## src/fdsrc_pkg.sv

```systemverilog
// ----------------------------------------------------------------------------
// fdsrc_pkg: shared types and constants of the flow data set record counter
// Command and result structs, walk phases and status codes.
// ----------------------------------------------------------------------------
`default_nettype none
package fdsrc_pkg;

  localparam int MAX_FIELDS = 64;
  localparam int FT_W  = $clog2(MAX_FIELDS + 1);
  localparam int AW    = (MAX_FIELDS > 1) ? $clog2(MAX_FIELDS) : 1;
  localparam int MRB_W = 16 + AW;

  localparam logic [15:0] VAR_LENGTH  = 16'hFFFF;
  localparam logic [7:0]  LONG_ESCAPE = 8'd255;
  localparam logic [15:0] PAD_LIMIT   = 16'd3;

  typedef enum logic [1:0] {
    CMD_CLEAR  = 2'd0,
    CMD_APPEND = 2'd1,
    CMD_START  = 2'd2,
    CMD_BYTE   = 2'd3
  } cmd_e;

  typedef enum logic [2:0] {
    ST_OK         = 3'd0,
    ST_TRUNC_PFX  = 3'd1,
    ST_TRUNC_REC  = 3'd2,
    ST_BAD_PAD    = 3'd3,
    ST_EMPTY_TPL  = 3'd4,
    ST_OVERFLOW   = 3'd5
  } status_e;

  typedef enum logic [2:0] {
    PH_IDLE    = 3'd0,
    PH_SKIP    = 3'd1,
    PH_PREFIX  = 3'd2,
    PH_LONG_HI = 3'd3,
    PH_LONG_LO = 3'd4,
    PH_DRAIN   = 3'd5,
    PH_RUN     = 3'd6
  } phase_e;

  typedef struct packed {
    cmd_e        command;
    logic [15:0] fld_len;
    logic [15:0] payload_length;
    logic [7:0]  data_byte;
  } item_t;

  typedef struct packed {
    status_e     status;
    logic [15:0] min_count;
    logic [15:0] max_count;
  } result_t;

  // classified request between front and walker
  typedef struct packed {
    cmd_e        kind;
    logic        var_len;
    logic        escape;
    logic [15:0] fld_len;
    logic [15:0] payload_length;
    logic [7:0]  data_byte;
  } req_t;

endpackage
`default_nettype wire

```

## src/fdsrc_ram.sv

```systemverilog
// ----------------------------------------------------------------------------
// fdsrc_ram: generic single-write, single-read RAM
// One write port, one read port with registered read data (read-old).
// ----------------------------------------------------------------------------
`default_nettype none
module fdsrc_ram #(
  parameter int WIDTH = 16,
  parameter int DEPTH = 64
) (
  input  wire                                         clk_i,
  input  wire                                         we_i,
  input  wire  [((DEPTH > 1) ? $clog2(DEPTH) : 1)-1:0] waddr_i,
  input  wire  [WIDTH-1:0]                            wdata_i,
  input  wire  [((DEPTH > 1) ? $clog2(DEPTH) : 1)-1:0] raddr_i,
  output logic [WIDTH-1:0]                            rdata_o
);
  logic [WIDTH-1:0] mem_q [DEPTH];

  always_ff @(posedge clk_i) begin
    if (we_i) begin
      mem_q[waddr_i] <= wdata_i;
    end
    rdata_o <= mem_q[raddr_i];
  end
endmodule
`default_nettype wire

```

## src/fdsrc_front.sv

```systemverilog
// ----------------------------------------------------------------------------
// fdsrc_front: input side of the record counter
// Accepts items, tags variable lengths and escapes, and holds them in a
// two-entry queue for the walker.
// ----------------------------------------------------------------------------
`default_nettype none
module fdsrc_front (
  input  wire                  clk_i,
  input  wire                  rst_ni,
  input  wire                  push,
  output logic                 full,
  input  fdsrc_pkg::item_t     item_i,
  output logic                 req_valid_o,
  output fdsrc_pkg::req_t      req_o,
  input  wire                  req_take_i
);
  import fdsrc_pkg::*;

  req_t       slot_q [2];
  logic [1:0] count_q;
  logic       wr_q, rd_q;
  logic       accept;
  req_t       cls;

  always_comb begin
    cls.kind           = item_i.command;
    cls.var_len        = (item_i.fld_len == VAR_LENGTH);
    cls.escape         = (item_i.data_byte == LONG_ESCAPE);
    cls.fld_len        = item_i.fld_len;
    cls.payload_length = item_i.payload_length;
    cls.data_byte      = item_i.data_byte;
  end

  assign full        = (count_q == 2'd2);
  assign accept      = push && !full;
  assign req_valid_o = (count_q != 2'd0);
  assign req_o       = slot_q[rd_q];

  always_ff @(posedge clk_i) begin
    if (accept) begin
      slot_q[wr_q] <= cls;
    end
  end

  always_ff @(posedge clk_i or negedge rst_ni) begin
    if (!rst_ni) begin
      count_q <= 2'd0;
      wr_q    <= 1'b0;
      rd_q    <= 1'b0;
    end else begin
      if (accept) wr_q <= ~wr_q;
      if (req_take_i) rd_q <= ~rd_q;
      count_q <= count_q + {1'b0, accept} - {1'b0, req_take_i};
    end
  end
endmodule
`default_nettype wire

```

## src/fdsrc_outq.sv

```systemverilog
// ----------------------------------------------------------------------------
// fdsrc_outq: result queue
// Two-entry queue that parts the walker from the result receiver.
// ----------------------------------------------------------------------------
`default_nettype none
module fdsrc_outq (
  input  wire                  clk_i,
  input  wire                  rst_ni,
  input  wire                  wr_i,
  input  fdsrc_pkg::result_t   res_i,
  output logic                 room_o,
  output logic                 empty,
  input  wire                  pop,
  output fdsrc_pkg::result_t   res_o
);
  import fdsrc_pkg::*;

  result_t    slot_q [2];
  logic [1:0] count_q;
  logic       wr_q, rd_q;
  logic       rd;

  assign room_o = (count_q != 2'd2);
  assign empty  = (count_q == 2'd0);
  assign rd     = pop && !empty;
  assign res_o  = slot_q[rd_q];

  always_ff @(posedge clk_i) begin
    if (wr_i) begin
      slot_q[wr_q] <= res_i;
    end
  end

  always_ff @(posedge clk_i or negedge rst_ni) begin
    if (!rst_ni) begin
      count_q <= 2'd0;
      wr_q    <= 1'b0;
      rd_q    <= 1'b0;
    end else begin
      if (wr_i) wr_q <= ~wr_q;
      if (rd) rd_q <= ~rd_q;
      count_q <= count_q + {1'b0, wr_i} - {1'b0, rd};
    end
  end
endmodule
`default_nettype wire

```

## src/fdsrc_walker.sv

```systemverilog
// ----------------------------------------------------------------------------
// fdsrc_walker: template store and record walker
// Keeps the field template and walks the payload bytes of one data set,
// stepping through zero-length fields and record ends one per cycle while the result queue has room.
// ----------------------------------------------------------------------------
`default_nettype none
module fdsrc_walker (
  input  wire                  clk_i,
  input  wire                  rst_ni,
  input  wire                  req_valid_i,
  input  fdsrc_pkg::req_t      req_i,
  output logic                 req_take_o,
  input  wire                  room_i,
  output logic                 res_wr_o,
  output fdsrc_pkg::result_t   res_o
);
  import fdsrc_pkg::*;

  phase_e           phase_q, phase_d;
  logic [FT_W-1:0]  total_q, total_d, pos_q, pos_d;
  logic             ovf_q, ovf_d, seen_q, seen_d;
  logic [MRB_W-1:0] minb_q, minb_d;
  logic [15:0]      bytes_q, bytes_d, fbl_q, fbl_d;
  logic [15:0]      rec_q, rec_d, first_q, first_d, last_q, last_d;
  logic [7:0]       hi_q, hi_d;

  logic             ram_we;
  logic [15:0]      ram_rdata;
  logic             run;
  logic [15:0]      tlen;
  logic [15:0]      rec_inc;

  assign run = (phase_q == PH_RUN) && room_i;

  always_comb begin
    phase_d  = phase_q;
    total_d  = total_q;
    pos_d    = pos_q;
    ovf_d    = ovf_q;
    seen_d   = seen_q;
    minb_d   = minb_q;
    bytes_d  = bytes_q;
    fbl_d    = fbl_q;
    rec_d    = rec_q;
    first_d  = first_q;
    last_d   = last_q;
    hi_d     = hi_q;
    ram_we   = 1'b0;
    res_wr_o = 1'b0;
    res_o    = '{status: ST_OK, min_count: 16'd0, max_count: 16'd0};
    tlen     = 16'd0;
    rec_inc  = rec_q + 16'd1;
    req_take_o = req_valid_i && room_i && (phase_q != PH_RUN);

    if (run) begin
      if (pos_q < total_q) begin
        if (ram_rdata == VAR_LENGTH) begin
          if (bytes_q == 16'd0) begin
            phase_d = PH_DRAIN;
            fbl_d   = seen_q ? 16'd0 : 16'(ST_TRUNC_PFX);
          end else begin
            phase_d = PH_PREFIX;
          end
        end else if (ram_rdata > bytes_q) begin
          phase_d = PH_DRAIN;
          fbl_d   = seen_q ? 16'd0 : 16'(ST_TRUNC_REC);
        end else if (ram_rdata != 16'd0) begin
          fbl_d   = ram_rdata;
          phase_d = PH_SKIP;
        end else begin
          pos_d = pos_q + FT_W'(1);
        end
      end else begin
        // record complete
        rec_d = rec_inc;
        if (bytes_q <= PAD_LIMIT) begin
          if (!seen_q) first_d = rec_inc;
          seen_d = 1'b1;
          last_d = rec_inc;
        end
        if (MRB_W'(bytes_q) < minb_q) begin
          phase_d = PH_DRAIN;
          fbl_d   = seen_d ? 16'd0 : 16'(ST_BAD_PAD);
        end else begin
          pos_d = '0;
        end
      end
    end else if (req_take_o) begin
      unique case (req_i.kind)
        CMD_CLEAR: begin
          total_d = '0;
          minb_d  = '0;
          ovf_d   = 1'b0;
          phase_d = PH_IDLE;
        end
        CMD_APPEND: begin
          phase_d = PH_IDLE;
          if (total_q == FT_W'(MAX_FIELDS)) begin
            ovf_d = 1'b1;
          end else begin
            ram_we  = 1'b1;
            total_d = total_q + FT_W'(1);
            minb_d  = minb_q + (req_i.var_len ? MRB_W'(1) : MRB_W'(req_i.fld_len));
          end
        end
        CMD_START: begin
          phase_d = PH_IDLE;
          if (ovf_q || total_q == '0 || minb_q == '0) begin
            res_wr_o = 1'b1;
            res_o.status = ovf_q ? ST_OVERFLOW : ST_EMPTY_TPL;
          end else begin
            bytes_d = req_i.payload_length;
            rec_d   = 16'd0;
            first_d = 16'd0;
            last_d  = 16'd0;
            seen_d  = (req_i.payload_length <= PAD_LIMIT);
            if (MRB_W'(req_i.payload_length) < minb_q) begin
              phase_d = PH_DRAIN;
              fbl_d   = seen_d ? 16'd0 : 16'(ST_BAD_PAD);
            end else begin
              pos_d   = '0;
              phase_d = PH_RUN;
            end
          end
        end
        CMD_BYTE: begin
          if (phase_q != PH_IDLE && bytes_q != 16'd0) begin
            bytes_d = bytes_q - 16'd1;
            case (phase_q)
              PH_SKIP: begin
                fbl_d = fbl_q - 16'd1;
                if (fbl_q == 16'd1) begin
                  pos_d   = pos_q + FT_W'(1);
                  phase_d = PH_RUN;
                end
              end
              PH_PREFIX: begin
                if (!req_i.escape) begin
                  tlen = {8'd0, req_i.data_byte};
                end else if (bytes_d < 16'd2) begin
                  phase_d = PH_DRAIN;
                  fbl_d   = seen_q ? 16'd0 : 16'(ST_TRUNC_PFX);
                end else begin
                  phase_d = PH_LONG_HI;
                end
              end
              PH_LONG_HI: begin
                hi_d    = req_i.data_byte;
                phase_d = PH_LONG_LO;
              end
              PH_LONG_LO: begin
                tlen = {hi_q, req_i.data_byte};
              end
              default: begin
              end
            endcase
            // take the field length just read from a prefix
            if ((phase_q == PH_PREFIX && !req_i.escape) || phase_q == PH_LONG_LO) begin
              if (tlen > bytes_d) begin
                phase_d = PH_DRAIN;
                fbl_d   = seen_q ? 16'd0 : 16'(ST_TRUNC_REC);
              end else if (tlen == 16'd0) begin
                pos_d   = pos_q + FT_W'(1);
                phase_d = PH_RUN;
              end else begin
                fbl_d   = tlen;
                phase_d = PH_SKIP;
              end
            end
          end
        end
        default: begin
        end
      endcase
    end

    if (phase_d == PH_DRAIN && bytes_d == 16'd0 && (run || req_take_o)) begin
      res_wr_o = 1'b1;
      res_o.status = status_e'(fbl_d[2:0]);
      res_o.min_count = (fbl_d[2:0] == 3'(ST_OK)) ? first_d : 16'd0;
      res_o.max_count = (fbl_d[2:0] == 3'(ST_OK)) ? last_d : 16'd0;
      phase_d = PH_IDLE;
    end
  end

  fdsrc_ram #(
    .WIDTH(16),
    .DEPTH(MAX_FIELDS)
  ) u_table (
    .clk_i  (clk_i),
    .we_i   (ram_we),
    .waddr_i(total_q[AW-1:0]),
    .wdata_i(req_i.fld_len),
    .raddr_i(pos_d[AW-1:0]),
    .rdata_o(ram_rdata)
  );

  always_ff @(posedge clk_i or negedge rst_ni) begin
    if (!rst_ni) begin
      phase_q <= PH_IDLE;
      total_q <= '0;
      pos_q   <= '0;
      ovf_q   <= 1'b0;
      seen_q  <= 1'b0;
      minb_q  <= '0;
      bytes_q <= 16'd0;
      fbl_q   <= 16'd0;
      rec_q   <= 16'd0;
      first_q <= 16'd0;
      last_q  <= 16'd0;
      hi_q    <= 8'd0;
    end else begin
      phase_q <= phase_d;
      total_q <= total_d;
      pos_q   <= pos_d;
      ovf_q   <= ovf_d;
      seen_q  <= seen_d;
      minb_q  <= minb_d;
      bytes_q <= bytes_d;
      fbl_q   <= fbl_d;
      rec_q   <= rec_d;
      first_q <= first_d;
      last_q  <= last_d;
      hi_q    <= hi_d;
    end
  end

  a_emit_room: assert property (@(posedge clk_i) disable iff (!rst_ni)
    res_wr_o |-> room_i) else $error("result written without queue room");
  a_run_no_take: assert property (@(posedge clk_i) disable iff (!rst_ni)
    (phase_q == PH_RUN) |-> !req_take_o) else $error("request taken during walk");
  a_skip_nonzero: assert property (@(posedge clk_i) disable iff (!rst_ni)
    (phase_q == PH_SKIP) |-> (fbl_q != 16'd0)) else $error("skip with no bytes");
  a_pos_bound: assert property (@(posedge clk_i) disable iff (!rst_ni)
    (phase_q == PH_RUN) |-> (pos_q <= total_q)) else $error("field position past template");
endmodule
`default_nettype wire

```

## src/flow_data_set_record_counter.sv

```systemverilog
// ----------------------------------------------------------------------------
// flow_data_set_record_counter: counts whole records of a flow data set
// Template of field lengths plus a byte walker reporting boundary counts.
// ----------------------------------------------------------------------------
// Usage:
//   Input queue: push / full with item_i (command, field length,
//   payload_length, data_byte). Commands clear or append to the template,
//   start a set, or carry one payload byte.
//   Result queue: empty / pop with res_o (status, min_count, max_count);
//   at most one result per data set, or per rejected start.
//   Throughput: one request per cycle while the walker waits for bytes and
//   the result queue has room. The walker reads one template entry per
//   cycle from the field table RAM, so each walked start, each finished or
//   zero-length field and each record end takes a walker step in which no
//   request is taken. A result is written into the result queue by the
//   request that ends the set or by the walker step that ends it.
//   Reset clears all control state; the field table itself is not cleared
//   and only entries below the field count are ever used.
//   When the receiver stalls, results collect in a two-entry queue; once
//   it is full the walker holds and the input queue fills, raising full.
// ----------------------------------------------------------------------------
`default_nettype none
module flow_data_set_record_counter (
  input  wire                  clk_i,
  input  wire                  rst_ni,
  input  wire                  push,
  output logic                 full,
  input  fdsrc_pkg::item_t     item_i,
  output logic                 empty,
  input  wire                  pop,
  output fdsrc_pkg::result_t   res_o
);
  import fdsrc_pkg::*;

  logic    req_valid, req_take, room, res_wr;
  req_t    req;
  result_t res;

  fdsrc_front u_front (
    .clk_i      (clk_i),
    .rst_ni     (rst_ni),
    .push       (push),
    .full       (full),
    .item_i     (item_i),
    .req_valid_o(req_valid),
    .req_o      (req),
    .req_take_i (req_take)
  );

  fdsrc_walker u_walker (
    .clk_i      (clk_i),
    .rst_ni     (rst_ni),
    .req_valid_i(req_valid),
    .req_i      (req),
    .req_take_o (req_take),
    .room_i     (room),
    .res_wr_o   (res_wr),
    .res_o      (res)
  );

  fdsrc_outq u_outq (
    .clk_i (clk_i),
    .rst_ni(rst_ni),
    .wr_i  (res_wr),
    .res_i (res),
    .room_o(room),
    .empty (empty),
    .pop   (pop),
    .res_o (res_o)
  );
endmodule
`default_nettype wire
```

## config.mk

```make
export PLATFORM = sky130hd
export DESIGN_NAME = flow_data_set_record_counter
export DESIGN_NICKNAME = d
export VERILOG_FILES = /design/src/fdsrc_pkg.sv /design/src/fdsrc_ram.sv /design/src/fdsrc_front.sv /design/src/fdsrc_outq.sv /design/src/fdsrc_walker.sv /design/src/flow_data_set_record_counter.sv
export SDC_FILE = /design/constraint.sdc
export NUM_CORES = 2
export LEC_CHECK = 0
export ABC_AREA = 1
export CAP_MARGIN = 15
export CORE_MARGIN = 4
export CORE_UTILIZATION = 58
export DETAILED_ROUTE_END_ITERATION = 7
export DONT_BUFFER_PORTS = 1
export PLACE_DENSITY = 0.76
export RECOVER_POWER = 100
export SETUP_SLACK_MARGIN = 0.05
export SLEW_MARGIN = 20
export SYNTH_ARGS = -nofsm -noshare
export SYNTH_HDL_FRONTEND = slang
export SYNTH_SLANG_ARGS = --single-unit
```

## constraint.sdc

```tcl
create_clock -name clk_i -period 4.8 [get_ports clk_i]
set_input_delay 0.96 -clock clk_i [delete_from_list [all_inputs] [get_ports clk_i]]
set_output_delay 0.96 -clock clk_i [all_outputs]
set_load 0.01 [all_outputs]
```

==> out/metrics.csv <==
metric;value;unit
synth_edf_count;1182;
grt_pass1_wl;266000;um
crit_slowest_cell;dfrtp_2;
arrival;5300;ps
grt_overflow_total;0;
yosys_warnings;0;
dpl.hpwl;111000;um
fin_skew;35.5;ps
synthArstFlopShare;10.3;%
num-nets-final;6329;
wl;179000;um
startpoint_type;register;
hold_ws;286;ps
slew_headroom;-145;%
netlist_top_cells_count;edfxtp_1 (1182), nand3_1 (1160), nand2_1 (1036);
clockBufferDepth;3;
synth_flop_cell;edfxtp_1;
finalMaxSlewViolations;886;
seq_area_frac_synth;62.6;%
hp-class;primary input to register;
setup.worst_path.end_class;register;
syn_inst;6108;
violations;max-capacitance violations, max-slew violations;
syn_avg_cell_area;10.3;um^2
die_w;337;um
setup_viol;0;
port_buffers;0;
clk_latency;780;ps
clk_pin_slew;60;ps
die_area;113000;um^2
antenna_found_initial;1;
cap_violations;22;
vias;46738;
core.rowCount;120;
power_leakage;0.0284;uW
routabilityCongestion;0.995;
htreeDepth;4;
synth_top_area_cell;edfxtp_1;
ff2ff_path_depth;31;
core_area;107000;um^2
antenna_left;0;
postLayoutCoreUtil;65.4;%
grt_max_degree;138;
viasPerCell;6.06;
final.min_clock_period;4630;ps
netlist_area;62700;um^2
power;52700;uW
grt.total_usage;30.8;%
drive_gt1_share;8.33;%
slowest_delay;460;ps
rsz0062_at_grt;true;
path_max_fanout;19;
yosys-top-cells-area;edfxtp_1 (57%), nand3_1 (9.3%), nand2_1 (6.2%), dfrtp_1 (5.5%), inv_1 (5.3%);
synth_cell_types;60;
cp.required;5470;ps
crit_top_cell;nand2_1;
first_global_vias;44614;
post_drt_wl_per_cell;23.3;um
tightest_slew;3670;ps
hold-path-cell-count;0;
first_iter_violations;6750;
hold_viol_final;0;
synth_nets;6247;
fin_crit_sh;96.5;%
synth-seq-cells;1335;
drc_errors;0;
irDropWorstVdd;581;uV
initial_utilization;58.5;%
power_density;751;nW/um^2
io_pins;83;
clkSinkCount;1335;
die_h;337;um
clock.fmax;216;MHz
cts_root_buf;clkbuf_16;
status;complete, but fails checks;
tritoncts;built;
synth_top_area_share;56.6;%
area_growth;11.8;%
synth.most_common_cell;edfxtp_1;
first_pass_iters;6;
cts_buffers;139;
path_class;register to register;
-- report_power, final --
part	switching (uW)	internal, uW	leakage, uW
sequential	683	15000	0.0126
combinational	18600	7740	0.0136
clock	4510	6120	0.00218
total	23800	28800	0.0284
-- critical path: cells and delay by family (launching register included) --
family | cells | cell delay (ps)
AO/OA/AOI/OAI | 3 | 460
adder cells (fa/ha/maj) | 1 | 270
buffers and inverters | 7 | 1060
flip-flops | 1 | 460
AND/OR/NAND/NOR | 20 | 2220
-- sequential cells by signal (all words and copies together), names as in the netlist, 7 cells and up --
name	flops
u_walker.u_table.mem_q	1024
u_front.slot_q	88
u_outq.slot_q	70
u_walker.minb_q	22
u_walker.bytes_q	16
u_walker.fbl_q	16
u_walker.first_q	16
u_walker.last_q	16
u_walker.rec_q	16
u_walker.u_table.rdata_o	16
u_walker.hi_q	8
u_walker.pos_q	7
u_walker.total_q	7
-- through the flow --
stage,cells,setup TNS (ps),cell area [um^2],worst slack (ps)
after detailed placement,7427,-1550,65400,-216
after global placement,7427,-379,65400,-95.7
final,7709,0,70100,166
after global routing,7708,0,70100,18.8
after CTS,7686,0,70100,37.4
after floorplan,6108,0,62700,380
-- layer usage --
metal / track usage, % / vias up / part of all wire (%)
li1: - / 21086 / -
met1: 41.2 / 22329 / 37
met2: 48.2 / 2807 / 46
met3: 7.01 / 516 / 12
met4: 14.8 / 0 / 5.3
met5: 0 / - / 0
-- area by class of cell --
cell class / instances / area (um^2)
flip-flops and latches: 1335 / 39200
fillers: 8111 / 37100
multi-input cells: 3526 / 18600
clock buffers: 193 / 3880
inverters: 917 / 3470
repair buffers: 271 / 2520
well taps: 1403 / 1760
clock inverters: 63 / 624
diodes: 1 / 2.50
-- cell usage in the layout, fill, tap and decap left out, types with 41 or more instances in the layout --
cell type	count
o21ai_0	144
dfrtp_1	135
nor2_1	220
nand3_1	1134
buf_4	95
ha_1	92
nand2_1	1034
nand4_1	45
clkbuf_1	104
o22ai_1	41
clkbuf_2	45
a21oi_1	107
clkbuf_16	150
nor3_1	57
nand3b_1	369
inv_1	894
edfxtp_1	1182
-- path summary, 6_finish.rpt --
kind | from | end | slack [ps]
worst min register to register | u_outq.wr_q$_DFFE_PN0N_ | u_outq.wr_q$_DFFE_PN0N_ | 470
worst max register to register | u_front.rd_q$_DFFE_PN0P_ | u_walker.u_table.rdata_o[11]$_DFF_P_ | 170
worst max-delay path | u_front.rd_q$_DFFE_PN0P_ | u_walker.u_table.rdata_o[11]$_DFF_P_ | 170
worst min-delay path | item_i[27] | u_front.slot_q[0][27]$_DFFE_PP_ | 290
max in group asynchronous | rst_ni | u_front.rd_q$_DFFE_PN0P_ | 930
min in group asynchronous | rst_ni | u_walker.last_q[13]$_DFF_PN0_ | 1390
-- what timing repair did --
item,CTS,global route
resized for setup,18,77
endpoints found under the hold margin,137,0
buffers inserted,0,14
cloned,2,8
pin swaps,0,3
hold buffers,1,0
endpoints found under the setup margin,18,94
-- cells by family (layout without fill, tap and decap cells) --
group,after synthesis,count (layout),synth area share (%)
simple gates,2995,2996,23.4
flops,1335,1335,62.6
buf+inv,1248,1444,7.92
compound gates,407,407,3.81
fa+ha+maj,93,93,1.87
xor+xnor,29,29,0.405
mux,1,1,0.0160
other cells,0,1,0
(Power assumes the default switching activity.)
